### config.mk
export PLATFORM = sky130hd
export DESIGN_NAME = xor_checked_frame_parser_core
export DESIGN_NICKNAME = d
export VERILOG_FILES = /design/src/hdl/xcfp_pkg.sv /design/src/hdl/xcfp_parse.sv /design/src/hdl/xcfp_out_stage.sv /design/src/hdl/xor_checked_frame_parser_core.sv
export SDC_FILE = /design/constraint.sdc
export NUM_CORES = 1
export LEC_CHECK = 0
export BUFFER_PORTS_ARGS = -buffer_cell sky130_fd_sc_hd__clkbuf_2
export CAP_MARGIN = 5
export CORE_ASPECT_RATIO = 0.5
export CORE_MARGIN = 2
export CORE_UTILIZATION = 50
export DETAILED_ROUTE_END_ITERATION = 8
export HOLD_SLACK_MARGIN = 0.08
export PLACE_DENSITY = 0.79
export SLEW_MARGIN = 20
export SYNTH_ARGS = -nofsm -noshare
export SYNTH_HDL_FRONTEND = slang
export SYNTH_SLANG_ARGS = --single-unit
### constraint.sdc
create_clock -name i_clk -period 7.85 [get_ports i_clk]
set_input_delay 0.3925 -clock i_clk [delete_from_list [all_inputs] [get_ports i_clk]]
set_output_delay 0.3925 -clock i_clk [all_outputs]
set_load 0.01 [all_outputs]
### src/hdl/xcfp_pkg.sv
`timescale 1ns / 1ps
// ----------------------------------------------------------------------------
// XOR checked frame parser package
// Shared widths and the result type passed between the parser and the
// output stage.
// ----------------------------------------------------------------------------
package xcfp_pkg;

    localparam int BYTE_W    = 8;
    localparam int LENGTH_W  = 4;
    localparam int PAYLOAD_W = 64;

    typedef struct packed {
        logic [BYTE_W-1:0]    command;
        logic [LENGTH_W-1:0]  payload_length;
        logic [PAYLOAD_W-1:0] payload;
        logic                 checksum_ok;
    } t_result;

endpackage

### src/hdl/xcfp_parse.sv
`timescale 1ns / 1ps
`default_nettype none
// ----------------------------------------------------------------------------
// Frame parser state machine
// Tracks the frame phase, running XOR and payload bytes, and builds the
// result on the checksum beat.
// ----------------------------------------------------------------------------
module xcfp_parse
    import xcfp_pkg::*;
#(
    parameter int MAX_PAYLOAD = 8
) (
    input  wire logic              i_clk,
    input  wire logic              i_rst_n,
    input  wire logic              i_cfg_we,
    input  wire logic [BYTE_W-1:0] i_cfg_header_byte,
    input  wire logic              i_beat,
    input  wire logic [BYTE_W-1:0] i_rx_byte,
    output logic                   o_res_valid,
    output t_result                o_res
);

    localparam int IDX_W = (MAX_PAYLOAD > 1) ? $clog2(MAX_PAYLOAD) : 1;

    localparam logic [2:0] PH_HEADER  = 3'd0;
    localparam logic [2:0] PH_COMMAND = 3'd1;
    localparam logic [2:0] PH_LENGTH  = 3'd2;
    localparam logic [2:0] PH_DATA    = 3'd3;
    localparam logic [2:0] PH_CHECK   = 3'd4;

    logic [BYTE_W-1:0]   r_header_byte;
    logic [2:0]          r_phase, n_phase;
    logic [BYTE_W-1:0]   r_xor, n_xor;
    logic [BYTE_W-1:0]   r_command, n_command;
    logic [LENGTH_W-1:0] r_length, n_length;
    logic [LENGTH_W-1:0] r_count, n_count;
    logic [BYTE_W-1:0]   r_store [MAX_PAYLOAD];
    logic                store_we;
    logic [LENGTH_W-1:0] count_inc;
    logic [PAYLOAD_W-1:0] packed_payload;

    assign count_inc = r_count + LENGTH_W'(1);

    always_comb begin
        n_phase   = r_phase;
        n_xor     = r_xor;
        n_command = r_command;
        n_length  = r_length;
        n_count   = r_count;
        store_we  = 1'b0;
        unique case (r_phase)
            PH_HEADER: begin
                if (i_rx_byte == r_header_byte) begin
                    n_xor   = i_rx_byte;
                    n_count = '0;
                    n_phase = PH_COMMAND;
                end
            end
            PH_COMMAND: begin
                n_command = i_rx_byte;
                n_xor     = r_xor ^ i_rx_byte;
                n_phase   = PH_LENGTH;
            end
            PH_LENGTH: begin
                if (i_rx_byte > BYTE_W'(MAX_PAYLOAD)) begin
                    n_phase = PH_HEADER;
                end else begin
                    n_length = i_rx_byte[LENGTH_W-1:0];
                    n_xor    = r_xor ^ i_rx_byte;
                    n_count  = '0;
                    n_phase  = (i_rx_byte == '0) ? PH_CHECK : PH_DATA;
                end
            end
            PH_DATA: begin
                store_we = 1'b1;
                n_xor    = r_xor ^ i_rx_byte;
                n_count  = count_inc;
                if (count_inc >= r_length) begin
                    n_phase = PH_CHECK;
                end
            end
            PH_CHECK: begin
                n_phase = PH_HEADER;
            end
            default: begin
                n_phase = PH_HEADER;
            end
        endcase
    end

    always_comb begin
        packed_payload = '0;
        for (int k = 0; k < MAX_PAYLOAD; k++) begin
            if (LENGTH_W'(k) < r_length) begin
                packed_payload[k*BYTE_W +: BYTE_W] = r_store[k];
            end
        end
    end

    assign o_res_valid          = i_beat && (r_phase == PH_CHECK);
    assign o_res.command        = r_command;
    assign o_res.payload_length = r_length;
    assign o_res.payload        = packed_payload;
    assign o_res.checksum_ok    = (r_xor == i_rx_byte);

    always_ff @(posedge i_clk) begin
        if (!i_rst_n) begin
            r_header_byte <= 8'd170;
            r_phase       <= PH_HEADER;
            r_xor         <= '0;
            r_command     <= '0;
            r_length      <= '0;
            r_count       <= '0;
        end else begin
            if (i_cfg_we) begin
                r_header_byte <= i_cfg_header_byte;
            end
            if (i_beat) begin
                r_phase   <= n_phase;
                r_xor     <= n_xor;
                r_command <= n_command;
                r_length  <= n_length;
                r_count   <= n_count;
            end
        end
    end

    always_ff @(posedge i_clk) begin
        if (i_beat && store_we) begin
            r_store[r_count[IDX_W-1:0]] <= i_rx_byte;
        end
    end

endmodule
`default_nettype wire

### src/hdl/xcfp_out_stage.sv
`timescale 1ns / 1ps
`default_nettype none
// ----------------------------------------------------------------------------
// Result output stage
// Output register with a skid entry, so the parser keeps taking beats while
// a finished result waits downstream.
// ----------------------------------------------------------------------------
module xcfp_out_stage
    import xcfp_pkg::*;
(
    input  wire logic    i_clk,
    input  wire logic    i_rst_n,
    input  wire logic    i_res_valid,
    input  wire t_result i_res,
    output logic         o_valid,
    output t_result      o_res,
    input  wire logic    i_stall,
    output logic         o_full
);

    logic    r_out_valid;
    t_result r_out;
    logic    r_skid_valid;
    t_result r_skid;
    logic    out_free;

    assign out_free = !r_out_valid || !i_stall;

    always_ff @(posedge i_clk) begin
        if (!i_rst_n) begin
            r_out_valid  <= 1'b0;
            r_skid_valid <= 1'b0;
        end else begin
            if (out_free) begin
                if (r_skid_valid) begin
                    r_out_valid  <= 1'b1;
                    r_skid_valid <= 1'b0;
                end else begin
                    r_out_valid <= i_res_valid;
                end
            end else if (i_res_valid) begin
                r_skid_valid <= 1'b1;
            end
        end
    end

    always_ff @(posedge i_clk) begin
        if (out_free) begin
            if (r_skid_valid) begin
                r_out <= r_skid;
            end else if (i_res_valid) begin
                r_out <= i_res;
            end
        end else if (i_res_valid) begin
            r_skid <= i_res;
        end
    end

    assign o_valid = r_out_valid;
    assign o_res   = r_out;
    assign o_full  = r_skid_valid;

endmodule
`default_nettype wire

### src/hdl/xor_checked_frame_parser_core.sv
`timescale 1ns / 1ps
`default_nettype none
// ----------------------------------------------------------------------------
// XOR checked frame parser core
// Hunts for a header byte, reads command, length, payload and checksum bytes, and
// delivers one result per frame of length up to MAX_PAYLOAD with an XOR checksum flag.
//
//   Channel   Direction  Handshake            Payload
//   in        input      i_in_valid/o_in_stall  i_rx_byte
//   out       output     o_out_valid/i_out_stall  command, length, payload, ok
//   cfg       input      i_cfg_valid/o_cfg_ready  i_cfg_header_byte
//
// One byte is taken per cycle while o_in_stall is low; parser state updates on each taken byte.
// Each result is registered in the output register, or in the skid entry when that is held.
// Input stalls only when both the output register and skid entry are full.
// Reset is synchronous and leaves the parser hunting for header byte 170.
// ----------------------------------------------------------------------------
module xor_checked_frame_parser_core
    import xcfp_pkg::*;
#(
    parameter int MAX_PAYLOAD = 8
) (
    input  wire logic                 i_clk,
    input  wire logic                 i_rst_n,
    input  wire logic                 i_in_valid,
    output logic                      o_in_stall,
    input  wire logic [BYTE_W-1:0]    i_rx_byte,
    output logic                      o_out_valid,
    input  wire logic                 i_out_stall,
    output logic [BYTE_W-1:0]         o_command,
    output logic [LENGTH_W-1:0]       o_payload_length,
    output logic [PAYLOAD_W-1:0]      o_payload,
    output logic                      o_checksum_ok,
    input  wire logic                 i_cfg_valid,
    output logic                      o_cfg_ready,
    input  wire logic [BYTE_W-1:0]    i_cfg_header_byte
);

    logic    beat;
    logic    res_valid;
    t_result res;
    t_result out_res;
    logic    out_full;

    assign o_cfg_ready = 1'b1;
    assign o_in_stall  = out_full;
    assign beat        = i_in_valid && !out_full;

    xcfp_parse #(
        .MAX_PAYLOAD (MAX_PAYLOAD)
    ) u_parse (
        .i_clk             (i_clk),
        .i_rst_n           (i_rst_n),
        .i_cfg_we          (i_cfg_valid),
        .i_cfg_header_byte (i_cfg_header_byte),
        .i_beat            (beat),
        .i_rx_byte         (i_rx_byte),
        .o_res_valid       (res_valid),
        .o_res             (res)
    );

    xcfp_out_stage u_out (
        .i_clk       (i_clk),
        .i_rst_n     (i_rst_n),
        .i_res_valid (res_valid),
        .i_res       (res),
        .o_valid     (o_out_valid),
        .o_res       (out_res),
        .i_stall     (i_out_stall),
        .o_full      (out_full)
    );

    assign o_command        = out_res.command;
    assign o_payload_length = out_res.payload_length;
    assign o_payload        = out_res.payload;
    assign o_checksum_ok    = out_res.checksum_ok;

endmodule
`default_nettype wire

==> impl_metrics.py, run 1 <==
metrics = {
    "synth": {
        "yosys-top-cells-area": "edfxtp_1 (65%), mux2_2 (8.1%), dfxtp_1 (7.3%)",
        "ys_async_sr_fraction_pct": 0,
        "yosys_warnings": 0,
        "synth_top_family_by_area": "simple AND/OR/NAND/NOR gates",
        "synth_top_area_share_pct": 64.9,
        "synth_cell_types": 51,
        "synth_fa_ha_area_share_pct": 0.620,
        "ys_top_cells_by_count": "edfxtp_1 (218), mux2_2 (73), and2_1 (49), nand2_1 (45), dfxtp_1 (37)",
        "synth_xor_area_share_pct": 1.56,
        "synthCells": 650,
        "synth_compound_area_share_pct": 4.31,
        "syn-num-nets": 676,
        "synth_area_sq_mm": 0.0101,
        "ys_seq_elements": 255,
        "synth_simple_gate_area_share_pct": 9.78,
        "synth-main-ff-cell": "edfxtp_1",
        "yosysMostFrequentCell": "edfxtp_1",
        "avgSynthCellArea_sq_um": 15.5,
        "seq_area_frac_synth_pct": 72.2,
        "synth_mux_area_share_pct": 9.33,
        "synth-edff-count": 218,
        "yosys.area.top_type": "edfxtp_1",
    },
    "route": {
        "first_iter_violations": 476,
        "post_drt_wl_per_cell_microns": 19.0,
        "wl_met2_mm": 9.27,
        "via_count": 5662,
        "drt_first_pass_iters": 6,
        "ant_nets": 0,
        "post_drt_via_cell_ratio": 5.51,
        "remaining_drc_errors": 0,
        "met3_wirelength_mm": 1.34,
        "met1_length_mm": 8.59,
        "routed_wl_mm": 19.6,
        "highest_layer": "met4",
    },
    "clocking": {
        "cts_sinks": 255,
        "ctsHoldBuffers": 0,
        "clk_pin_slew_ns": 0.07,
        "htreeDepth": 1,
        "cts_setup_buffers": 0,
        "cts_tree": "done",
        "cts_buffers": 22,
        "cts_buffer_depth": 3,
        "clk_latency_ns": 0.52,
        "clock-root-buffer": "clkbuf_16",
        "post_cts_resized": 0,
    },
    "global_routing": {
        "grt_max_degree": 84,
        "grt_antenna_before_repair": 0,
        "grt_pass1_wl_mm": 31.2,
        "grt_usage_pct": 18.5,
        "grt_pass1_vias": 5724,
        "overflow": 0,
    },
    "floorplan": {
        "chipWidth_microns": 205,
        "core_sq_mm": 0.0196,
        "boundaryPins": 101,
        "start_util_pct": 51.4,
        "fp.dieArea_sq_mm": 0.0214,
        "rows": 36,
        "die_y_microns": 104,
    },
    "timing": {
        "max_freq_mhz": 331,
        "min_period_ns": 3.02,
        "finalCritPeriodShare_pct": 38.5,
        "fin_skew_ns": 0.0260,
        "finalMaxSlewViolations": 0,
        "setup-violations-final": 0,
        "worst_slew_pin_slew_ns": 1.12,
        "setup-tns-final_ns": 0,
        "finalHoldViolCount": 0,
        "rsz0062_at_grt": "false",
        "slew_headroom_pct": 24.5,
    },
    "pwr": {
        "leakagePower_uw": 0.00383,
        "power.density_mw_per_mm2": 230,
        "vdd_drop_max_v": 0.000168,
    },
    "setup_path": {
        "cp-end-kind": "register",
        "worstPathArrival_ns": 3.16,
        "worstSetupPathType": "register to register",
        "worstSetupStartpointType": "register",
        "r2r_cells": 5,
        "worst-path-max-fanout": 14,
        "worst_ep_required_time_ns": 7.99,
    },
    "finish": {
        "antennaDiodeCount": 0,
        "syn2layout_area_growth_pct": 14.7,
        "fin_util_pct": 58.9,
        "layout-drive-gt1-share_pct": 29.8,
        "finalNetCount": 771,
    },
    "place": {
        "io_buffer_count": 99,
        "place.gp.congestion": 0.811,
        "dpl.hpwl_mm": 12.0,
    },
    "worst_hold_path": {
        "hp-class": "primary input to register",
        "hold_depth": 3,
    },
    "run_status": {
        "status": "finished clean",
    },
    "flow_run": {
        "cap_violations": 0,
    },
}
## cells by family (layout without fill, tap and decap cells)
group                    after synthesis  after routing
flip-flops                           255            255
AND/OR/NAND/NOR                      185            185
multiplexers                          85             85
AO/OA/AOI/OAI                         62             62
buffers and inverters                 39            150
XOR/XNOR                              18             18
adder cells (fa/ha/maj)                5              5
other                                  1              1
## sequential cells by signal (all words and copies together), names as in the netlist
signal and cells:
u_parse.r_store 64, u_parse.r_length 4, u_out.r_skid 77, u_parse.r_phase 3
u_parse.r_xor 8, u_parse.r_command 8, u_parse.r_count 4, u_out.o_res 77
u_out.o_valid 1, u_out.o_full 1, u_parse.r_header_byte 8
## power breakdown
part           leakage, uW  total (uW)  internal [uW]  switching, uW
registers          0.00195        1460           1460           2.42
logic              0.00150        44.3           13.2           31.1
clock network     0.000379        1160            680            481
## metal layers
layer  vias to the layer above  GRT usage [%]
li1                       2609              -
met1                      2827           25.4
met2                       190           29.9
met3                        36           4.42
met4                         0           4.62
met5                         -              0
## worst max-delay path, cell delays in order, from the launching register on
cell and delay [ns]:
dfxtp_4 0.34, nand2b_1 0.21, nor2_1 0.65, and3_1 0.35, nand2_1 0.19, nor3_1 0.91
## area by class of cell
cell class                      instances  area, sq um
Timing Repair Buffer                  105          541
Clock inverter                         12          176
Multi-Input combinational cell        356         2610
Sequential cell                       255         7290
Inverter                                5         18.8
Clock buffer                           28          603
Fill cell                            1442         8070
Tap cell                              266          333
## per-stage QoR
stage	instance area, sq um	setup WS, ns	hold WS [ns]	cells	total power, uW
finish	11600	4.83	0.102	1027	2660
global placement	10800	4.98	0.446	987	1530
detailed placement	10800	4.80	0.452	987	1530
global route	11600	4.64	0.0937	1027	2730
floorplan	10100	1.34	0.426	650	1520
CTS	11600	4.84	0.0936	1027	2680
## cell usage in the layout, fill, tap and decap left out, types with 3 or more instances in the layout
cell,instances
a21oi_1,14
and2_1,49
and2b_1,7
buf_4,6
bufinv_16,4
clkbuf_1,3
clkbuf_16,22
clkbuf_2,99
clkbuf_8,3
clkinv_2,5
dfxtp_1,36
edfxtp_1,218
ha_1,5
inv_1,5
mux2_2,73
mux2i_1,12
nand2_1,45
nand2b_1,3
nand3_1,14
nand4_1,5
nor2_1,24
nor2b_1,11
nor3_1,7
o21ai_0,7
o21ai_1,7
o221ai_1,7
o311ai_0,8
o31ai_1,4
or3_1,8
xnor2_1,17
## worst paths after layout
kind	start	end	slack [ns]
worst max-delay path	u_out.o_full	u_parse.r_store[2][6]	4.83
worst min-delay path	i_cfg_header_byte[1]	u_parse.r_header_byte[1]	0.10
worst min register to register	u_parse.r_command[0]	u_out.r_skid[69]	0.47
worst max register to register	u_out.o_full	u_parse.r_store[2][6]	4.83
Power figures use the tool's default switching activity.
==> run 2, diff against run 1 <==
ABC_AREA = 1   (was not set)
PLACE_DENSITY = 0.82   (was 0.79)
clock period = 2.73 ns   (was 7.85 ns; I/O delays follow)
==> run 2 against run 1 <==
Clock power rose to 2.7 times the previous value. Design area rose by 1.6%. Critical endpoint is now u_parse.r_store[3][1]. Synthesized area is 0.73% lower. Sequential share of layout area is 1.0 points lower. Die area down 0.71%. Sequential power rose to 3.2 times the previous value. Worst hold slack lost 0.0053 ns. Largest power group unchanged. Synthesized cell count rose by 41%. Via count grew 17%.
==> impl_metrics.py, run 2 <==
metrics = {
    "pwr": {
        "vdd_drop_max_v": 0.000370,
        "totalPowerFinal_uw": 9060,
        "leakagePower_uw": 0.00501,
        "power.density_mw_per_mm2": 770,
    },
    "place": {
        "dpl.hpwl_mm": 12.8,
        "io_buffer_count": 99,
        "place.gp.congestion": 0.911,
        "placed_cell_area_sq_mm": 0.0108,
    },
    "clocking": {
        "clock-root-buffer": "clkbuf_16",
        "cts_setup_buffers": 0,
        "cts_buffer_depth": 3,
        "cts_tree": "done",
        "clk_pin_slew_ns": 0.06,
        "post_cts_resized": 0,
        "htreeDepth": 1,
        "cts_buffers": 23,
        "cts_sinks": 255,
        "clk_latency_ns": 0.50,
    },
    "floorplan": {
        "rows": 36,
        "boundaryPins": 101,
        "core_sq_mm": 0.0195,
        "die_y_microns": 104,
        "fp.dieArea_sq_mm": 0.0213,
        "chipWidth_microns": 204,
        "start_util_pct": 51.3,
    },
    "setup_path": {
        "r2r_end": "u_parse.r_store[3][1]",
        "worstSetupStartpointType": "register",
        "path_buf_inv": 1,
        "crit_top_cell": "nor2_1",
        "cpLargestDelayFamily": "simple AND/OR/NAND/NOR gates",
        "worstPathArrival_ns": 2.20,
        "regToRegSetupSlack_ns": 0.66,
        "worst-path-max-fanout": 8,
        "worstPathCellList": "inv_2, nand2_1, nor2_1, nand3_1, nor2_1",
        "worstSetupPathType": "register to register",
        "cp_slowest_cell": "nor2_1",
        "worst_ep_required_time_ns": 2.86,
        "r2r_cells": 5,
        "r2r_start": "u_parse.r_phase[2]",
        "max_stage_delay_ns": 0.56,
        "cp-end-kind": "register",
    },
    "finish": {
        "antennaDiodeCount": 0,
        "finalNetCount": 1067,
        "layout-drive-gt1-share_pct": 14.0,
        "final_area_sq_mm": 0.0118,
        "final_common_cell": "nand2_1",
        "layout_common_cells": "nand2_1 (300), edfxtp_1 (218), inv_1 (112)",
        "syn2layout_area_growth_pct": 17.3,
    },
    "timing": {
        "setup-violations-final": 0,
        "fin_skew_ns": 0.0150,
        "slew_headroom_pct": 40.4,
        "finalMaxSlewViolations": 0,
        "finalHoldViolCount": 0,
        "setup-tns-final_ns": 0,
        "worst_slew_pin_slew_ns": 0.891,
        "max_freq_mhz": 483,
        "finalCritPeriodShare_pct": 75.9,
        "rsz0062_at_grt": "false",
        "min_period_ns": 2.07,
    },
    "synth": {
        "synth_top_area_share_pct": 65.3,
        "synthCells": 916,
        "yosys_warnings": 0,
        "yosys.area.top_type": "edfxtp_1",
        "seq_area_frac_synth_pct": 72.7,
        "ys_top_cells_by_count": "nand2_1 (300), edfxtp_1 (218), inv_1 (113), nor2_1 (112), o21ai_0 (40)",
        "yosys-top-cells-area": "edfxtp_1 (65%), nand2_1 (11%), dfxtp_1 (7.4%)",
        "ys_async_sr_fraction_pct": 0,
        "syn-num-nets": 942,
        "ys_seq_elements": 255,
        "yosysMostFrequentCell": "nand2_1",
        "synth_cell_types": 23,
        "synth_area_sq_mm": 0.0100,
        "synth-edff-count": 218,
        "synth-main-ff-cell": "edfxtp_1",
        "avgSynthCellArea_sq_um": 10.9,
    },
    "route": {
        "remaining_drc_errors": 0,
        "ant_nets": 0,
        "post_drt_wl_per_cell_microns": 15.8,
        "via_count": 6633,
        "first_iter_violations": 716,
        "post_drt_via_cell_ratio": 5.02,
        "drt_first_pass_iters": 8,
        "routed_wl_mm": 20.8,
    },
    "global_routing": {
        "grt_max_degree": 90,
        "grt_pass1_vias": 6550,
        "grt_usage_pct": 19.8,
        "grt_pass1_wl_mm": 33.5,
        "grt_antenna_before_repair": 0,
        "overflow": 0,
    },
    "run_status": {
        "status": "finished clean",
    },
    "worst_hold_path": {
        "min-delay-start": "i_cfg_valid",
        "hold_depth": 3,
        "hp-class": "primary input to register",
        "min_to": "u_parse.r_header_byte[0]",
    },
    "flow_run": {
        "cap_violations": 0,
    },
}
[run 2: cell count changes in the layout (fill, tap and decap cells not counted), sizes merged, moves of 9 or more]
cell / delta
and2: -49
xnor2: -14
xor2: +9
mux2i: -12
nand2: +255
dlygate4sd3: +18
nor2: +86
nor2b: -11
o21ai: +26
inv: +111
mux2: -73
[run 2: cell families after synthesis]
| kind of cell | count (synthesis) | share of synthesized area [%] |
|---|---|---|
| simple gates | 437 | 16.8 |
| buf+inv | 141 | 5.34 |
| compound gates | 64 | 3.30 |
| flops | 255 | 72.7 |
| other cells | 1 | 0.0374 |
| xor+xnor | 13 | 1.14 |
| fa+ha+maj | 5 | 0.624 |
[run 2: cell type report]
class	count	area, sq um
fill	1438	7790
sequential	255	7290
multi-input combinational	520	2220
timing repair buffer	126	756
clock buffer	35	682
inverter	115	432
tap	266	333
clock inverter	4	46.3
[run 2: stage by stage]
stage | setup WS [ns] | util [%] | instances | hold WS, ns
6_report | 0.659 | 60.1 | 1321 | 0.0970
5_1_grt | 0.429 | 60.1 | 1321 | 0.157
4_1_cts | 0.704 | 60.1 | 1321 | 0.0839
3_5_place_dp | 0.753 | 55.5 | 1264 | 0.358
3_3_place_gp | 0.873 | 55.5 | 1264 | 0.355
2_1_floorplan | 0.0310 | - | 916 | 0.235
[run 2: where the power goes]
| group | internal, uW | leakage [uW] | switching (uW) |
|---|---|---|---|
| Sequential | 4550 | 0.00229 | 152 |
| Combinational | 394 | 0.00237 | 842 |
| Clock | 1810 | 0.000355 | 1300 |
[run 2: worst max path at each step]
stage,to,depth (start not counted),from
6_report,u_parse.r_store[3][1],5,u_parse.r_phase[2]
3_3_place_gp,u_parse.r_store[3][0],5,u_parse.r_phase[2]
4_1_cts,u_parse.r_store[7][4],5,u_parse.r_phase[2]
3_5_place_dp,u_parse.r_store[7][3],5,u_parse.r_phase[2]
5_1_grt,u_parse.r_store[3][1],5,u_parse.r_phase[2]
2_1_floorplan,u_out.o_res[0],8,u_out.o_full
[run 2: layer usage]
layer,vias to the layer above,wire (microns),GRT usage [%]
met5,-,0,0
met3,30,1450,3.20
met4,0,297,5.18
li1,3216,-,-
met1,3127,8850,27.0
met2,260,10200,33.3
[run 2: what timing repair did]
item                                   CTS  global route
hold buffers                            18             0
endpoints found under the hold margin   10             0
setup endpoints to repair                0             0
[run 2: worst reg2reg max path, cell delays in order, from the launching register on]
cell	delay, ns
dfxtp_1	0.38
inv_2	0.09
nand2_1	0.08
nor2_1	0.33
nand3_1	0.26
nor2_1	0.56
==> run 3, diff against run 2 <==
ABC_AREA = 0   (was 1)
clock period = 1.85 ns   (was 2.73 ns; I/O delays follow)
==> run 3 against run 2 <==
Clock power is 46% higher. Die area is 0.71% higher. Total power is 22% higher. Global-route usage is 0.17 points higher. Utilization is 3.0 points higher. First-iteration DRC count is 28% lower. Worst hold slack better by 0.0067 ns. Design area is 5.4% higher. Sequential cell count stayed put. Critical path type unchanged. Critical endpoint is now u_parse.r_phase[2]. Largest power group unchanged.
==> impl_metrics.py, run 3 (synthesized netlist as in run 1, its figures left out) <==
metrics = {
    "run_status": {
        "status": "finished clean",
    },
    "clocking": {
        "cts_sinks": 255,
        "cts_tree": "done",
        "clk_latency_ns": 0.52,
        "htreeDepth": 1,
        "cts_buffer_depth": 3,
        "cts_buffers": 23,
        "clock-root-buffer": "clkbuf_16",
        "clk_pin_slew_ns": 0.07,
    },
    "setup_path": {
        "worstPathCellList": "nand3_4, xnor2_2, ha_2, nor2_1, nand3_1, o21bai_2, or4_4, a21oi_2",
        "regToRegSetupSlack_ns": 0.03,
        "worst_ep_required_time_ns": 2.31,
        "cp-end-kind": "register",
        "cpLargestDelayFamily": "simple AND/OR/NAND/NOR gates",
        "worstPathArrival_ns": 2.27,
        "worstSetupPathType": "register to register",
        "cp_slowest_cell": "or4_4",
        "path_buf_inv": 0,
        "max_stage_delay_ns": 0.49,
        "worst-path-max-fanout": 4,
        "worstSetupStartpointType": "register",
    },
    "timing": {
        "rsz0062_at_grt": "true",
        "slew_headroom_pct": 57.7,
        "worst_slew_pin_slew_ns": 0.631,
        "min_period_ns": 1.82,
        "finalCritPeriodShare_pct": 98.2,
        "fin_skew_ns": 0.0120,
        "setup-violations-final": 0,
        "holdWs_ns": 0.104,
        "max_freq_mhz": 551,
        "finalHoldViolCount": 0,
        "finalMaxSlewViolations": 0,
        "setup-tns-final_ns": 0,
    },
    "floorplan": {
        "rows": 36,
        "die_y_microns": 104,
        "fp.dieArea_sq_mm": 0.0214,
        "core_sq_mm": 0.0196,
        "start_util_pct": 51.4,
        "chipWidth_microns": 205,
        "boundaryPins": 101,
    },
    "route": {
        "first_iter_violations": 512,
        "post_drt_wl_per_cell_microns": 19.2,
        "remaining_drc_errors": 0,
        "ant_nets": 0,
        "drt_first_pass_iters": 5,
        "via_count": 6011,
        "routed_wl_mm": 21.2,
        "post_drt_via_cell_ratio": 5.44,
    },
    "flow_run": {
        "cap_violations": 0,
    },
    "finish": {
        "final_common_cell": "edfxtp_1",
        "finalNetCount": 848,
        "layout_common_cells": "edfxtp_1 (218), clkbuf_2 (97), mux2_2 (73)",
        "layout-drive-gt1-share_pct": 33.7,
        "syn2layout_area_growth_pct": 22.8,
        "antennaDiodeCount": 0,
        "final_area_sq_mm": 0.0124,
    },
    "global_routing": {
        "grt_max_degree": 84,
        "grt_pass1_vias": 6160,
        "grt_usage_pct": 20.0,
        "grt_pass1_wl_mm": 33.4,
        "overflow": 0,
        "grt_antenna_before_repair": 0,
    },
    "worst_hold_path": {
        "hp-class": "primary input to register",
    },
    "place": {
        "dpl.hpwl_mm": 13.5,
        "placed_cell_area_sq_mm": 0.0113,
        "io_buffer_count": 99,
        "place.gp.congestion": 0.811,
    },
    "pwr": {
        "power.density_mw_per_mm2": 889,
        "vdd_drop_max_v": 0.000593,
        "totalPowerFinal_uw": 11000,
        "leakagePower_uw": 0.00420,
    },
}
-- run 3: changes by cell type in the layout (fill, tap and decap cells not counted), sizes merged, moves of 14 or more --
cell         delta
mux2           +73
nand2         -255
xnor2          +14
inv           -108
nor2           -86
o21ai          -26
buf            +39
and2           +49
dlygate4sd3    +17
-- run 3: path summary, 6_finish.rpt --
kind                   startpoint                 end  cells past startpoint
min reg2reg  u_parse.r_command[1]    u_out.r_skid[70]                      0
max            u_parse.r_count[1]  u_parse.r_phase[2]                      8
min                    i_in_valid       u_out.o_valid                      3
max reg2reg    u_parse.r_count[1]  u_parse.r_phase[2]                      8
-- run 3: through the flow --
| step | cells | worst slack, ns | utilization [%] |
|---|---|---|---|
| 5_1_grt | 1104 | -0.0283 | 63.1 |
| 3_3_place_gp | 1026 | 0.0445 | 57.3 |
| 3_5_place_dp | 1026 | -0.0338 | 57.3 |
| 2_1_floorplan | 650 | -0.974 | - |
| 4_1_cts | 1104 | 0.0168 | 62.9 |
| 6_report | 1104 | 0.0338 | 63.1 |
-- run 3: worst reg2reg max path, stage by stage (launching register included) --
cell      delay (ns)
dfxtp_4         0.38
nand3_4         0.09
xnor2_2         0.20
ha_2            0.19
nor2_1          0.04
nand3_1         0.13
o21bai_2        0.11
or4_4           0.49
a21oi_2         0.13
-- run 3: power by group --
group	switching (uW)	internal, uW
sequential	10.5	6170
clock	2060	2470
combinational	163	140
-- run 3: area by class of cell --
| class | instances | area, sq um |
|---|---|---|
| Clock buffer | 28 | 594 |
| Clock inverter | 13 | 115 |
| Fill cell | 1367 | 7240 |
| Inverter | 5 | 18.8 |
| Multi-Input combinational cell | 356 | 2730 |
| Sequential cell | 255 | 7310 |
| Tap cell | 266 | 333 |
| Timing Repair Buffer | 181 | 1290 |
-- run 3: routing by layer --
metal / track usage, % / vias to the layer above / routed length [microns]
met4: 6.01 / 0 / 496
met2: 33.6 / 207 / 10400
li1: - / 2773 / -
met5: 0 / - / 0
met1: 26.4 / 2989 / 9100
met3: 3.92 / 42 / 1280
-- run 3: repair_timing --
item                                    4_1_cts  5_1_grt
hold buffers                                 37        0
pin swaps                                     2        5
buffers inserted                              0        2
gates resized for setup                       4       14
hold endpoints to repair                     48        0
endpoints found under the setup margin        3       32
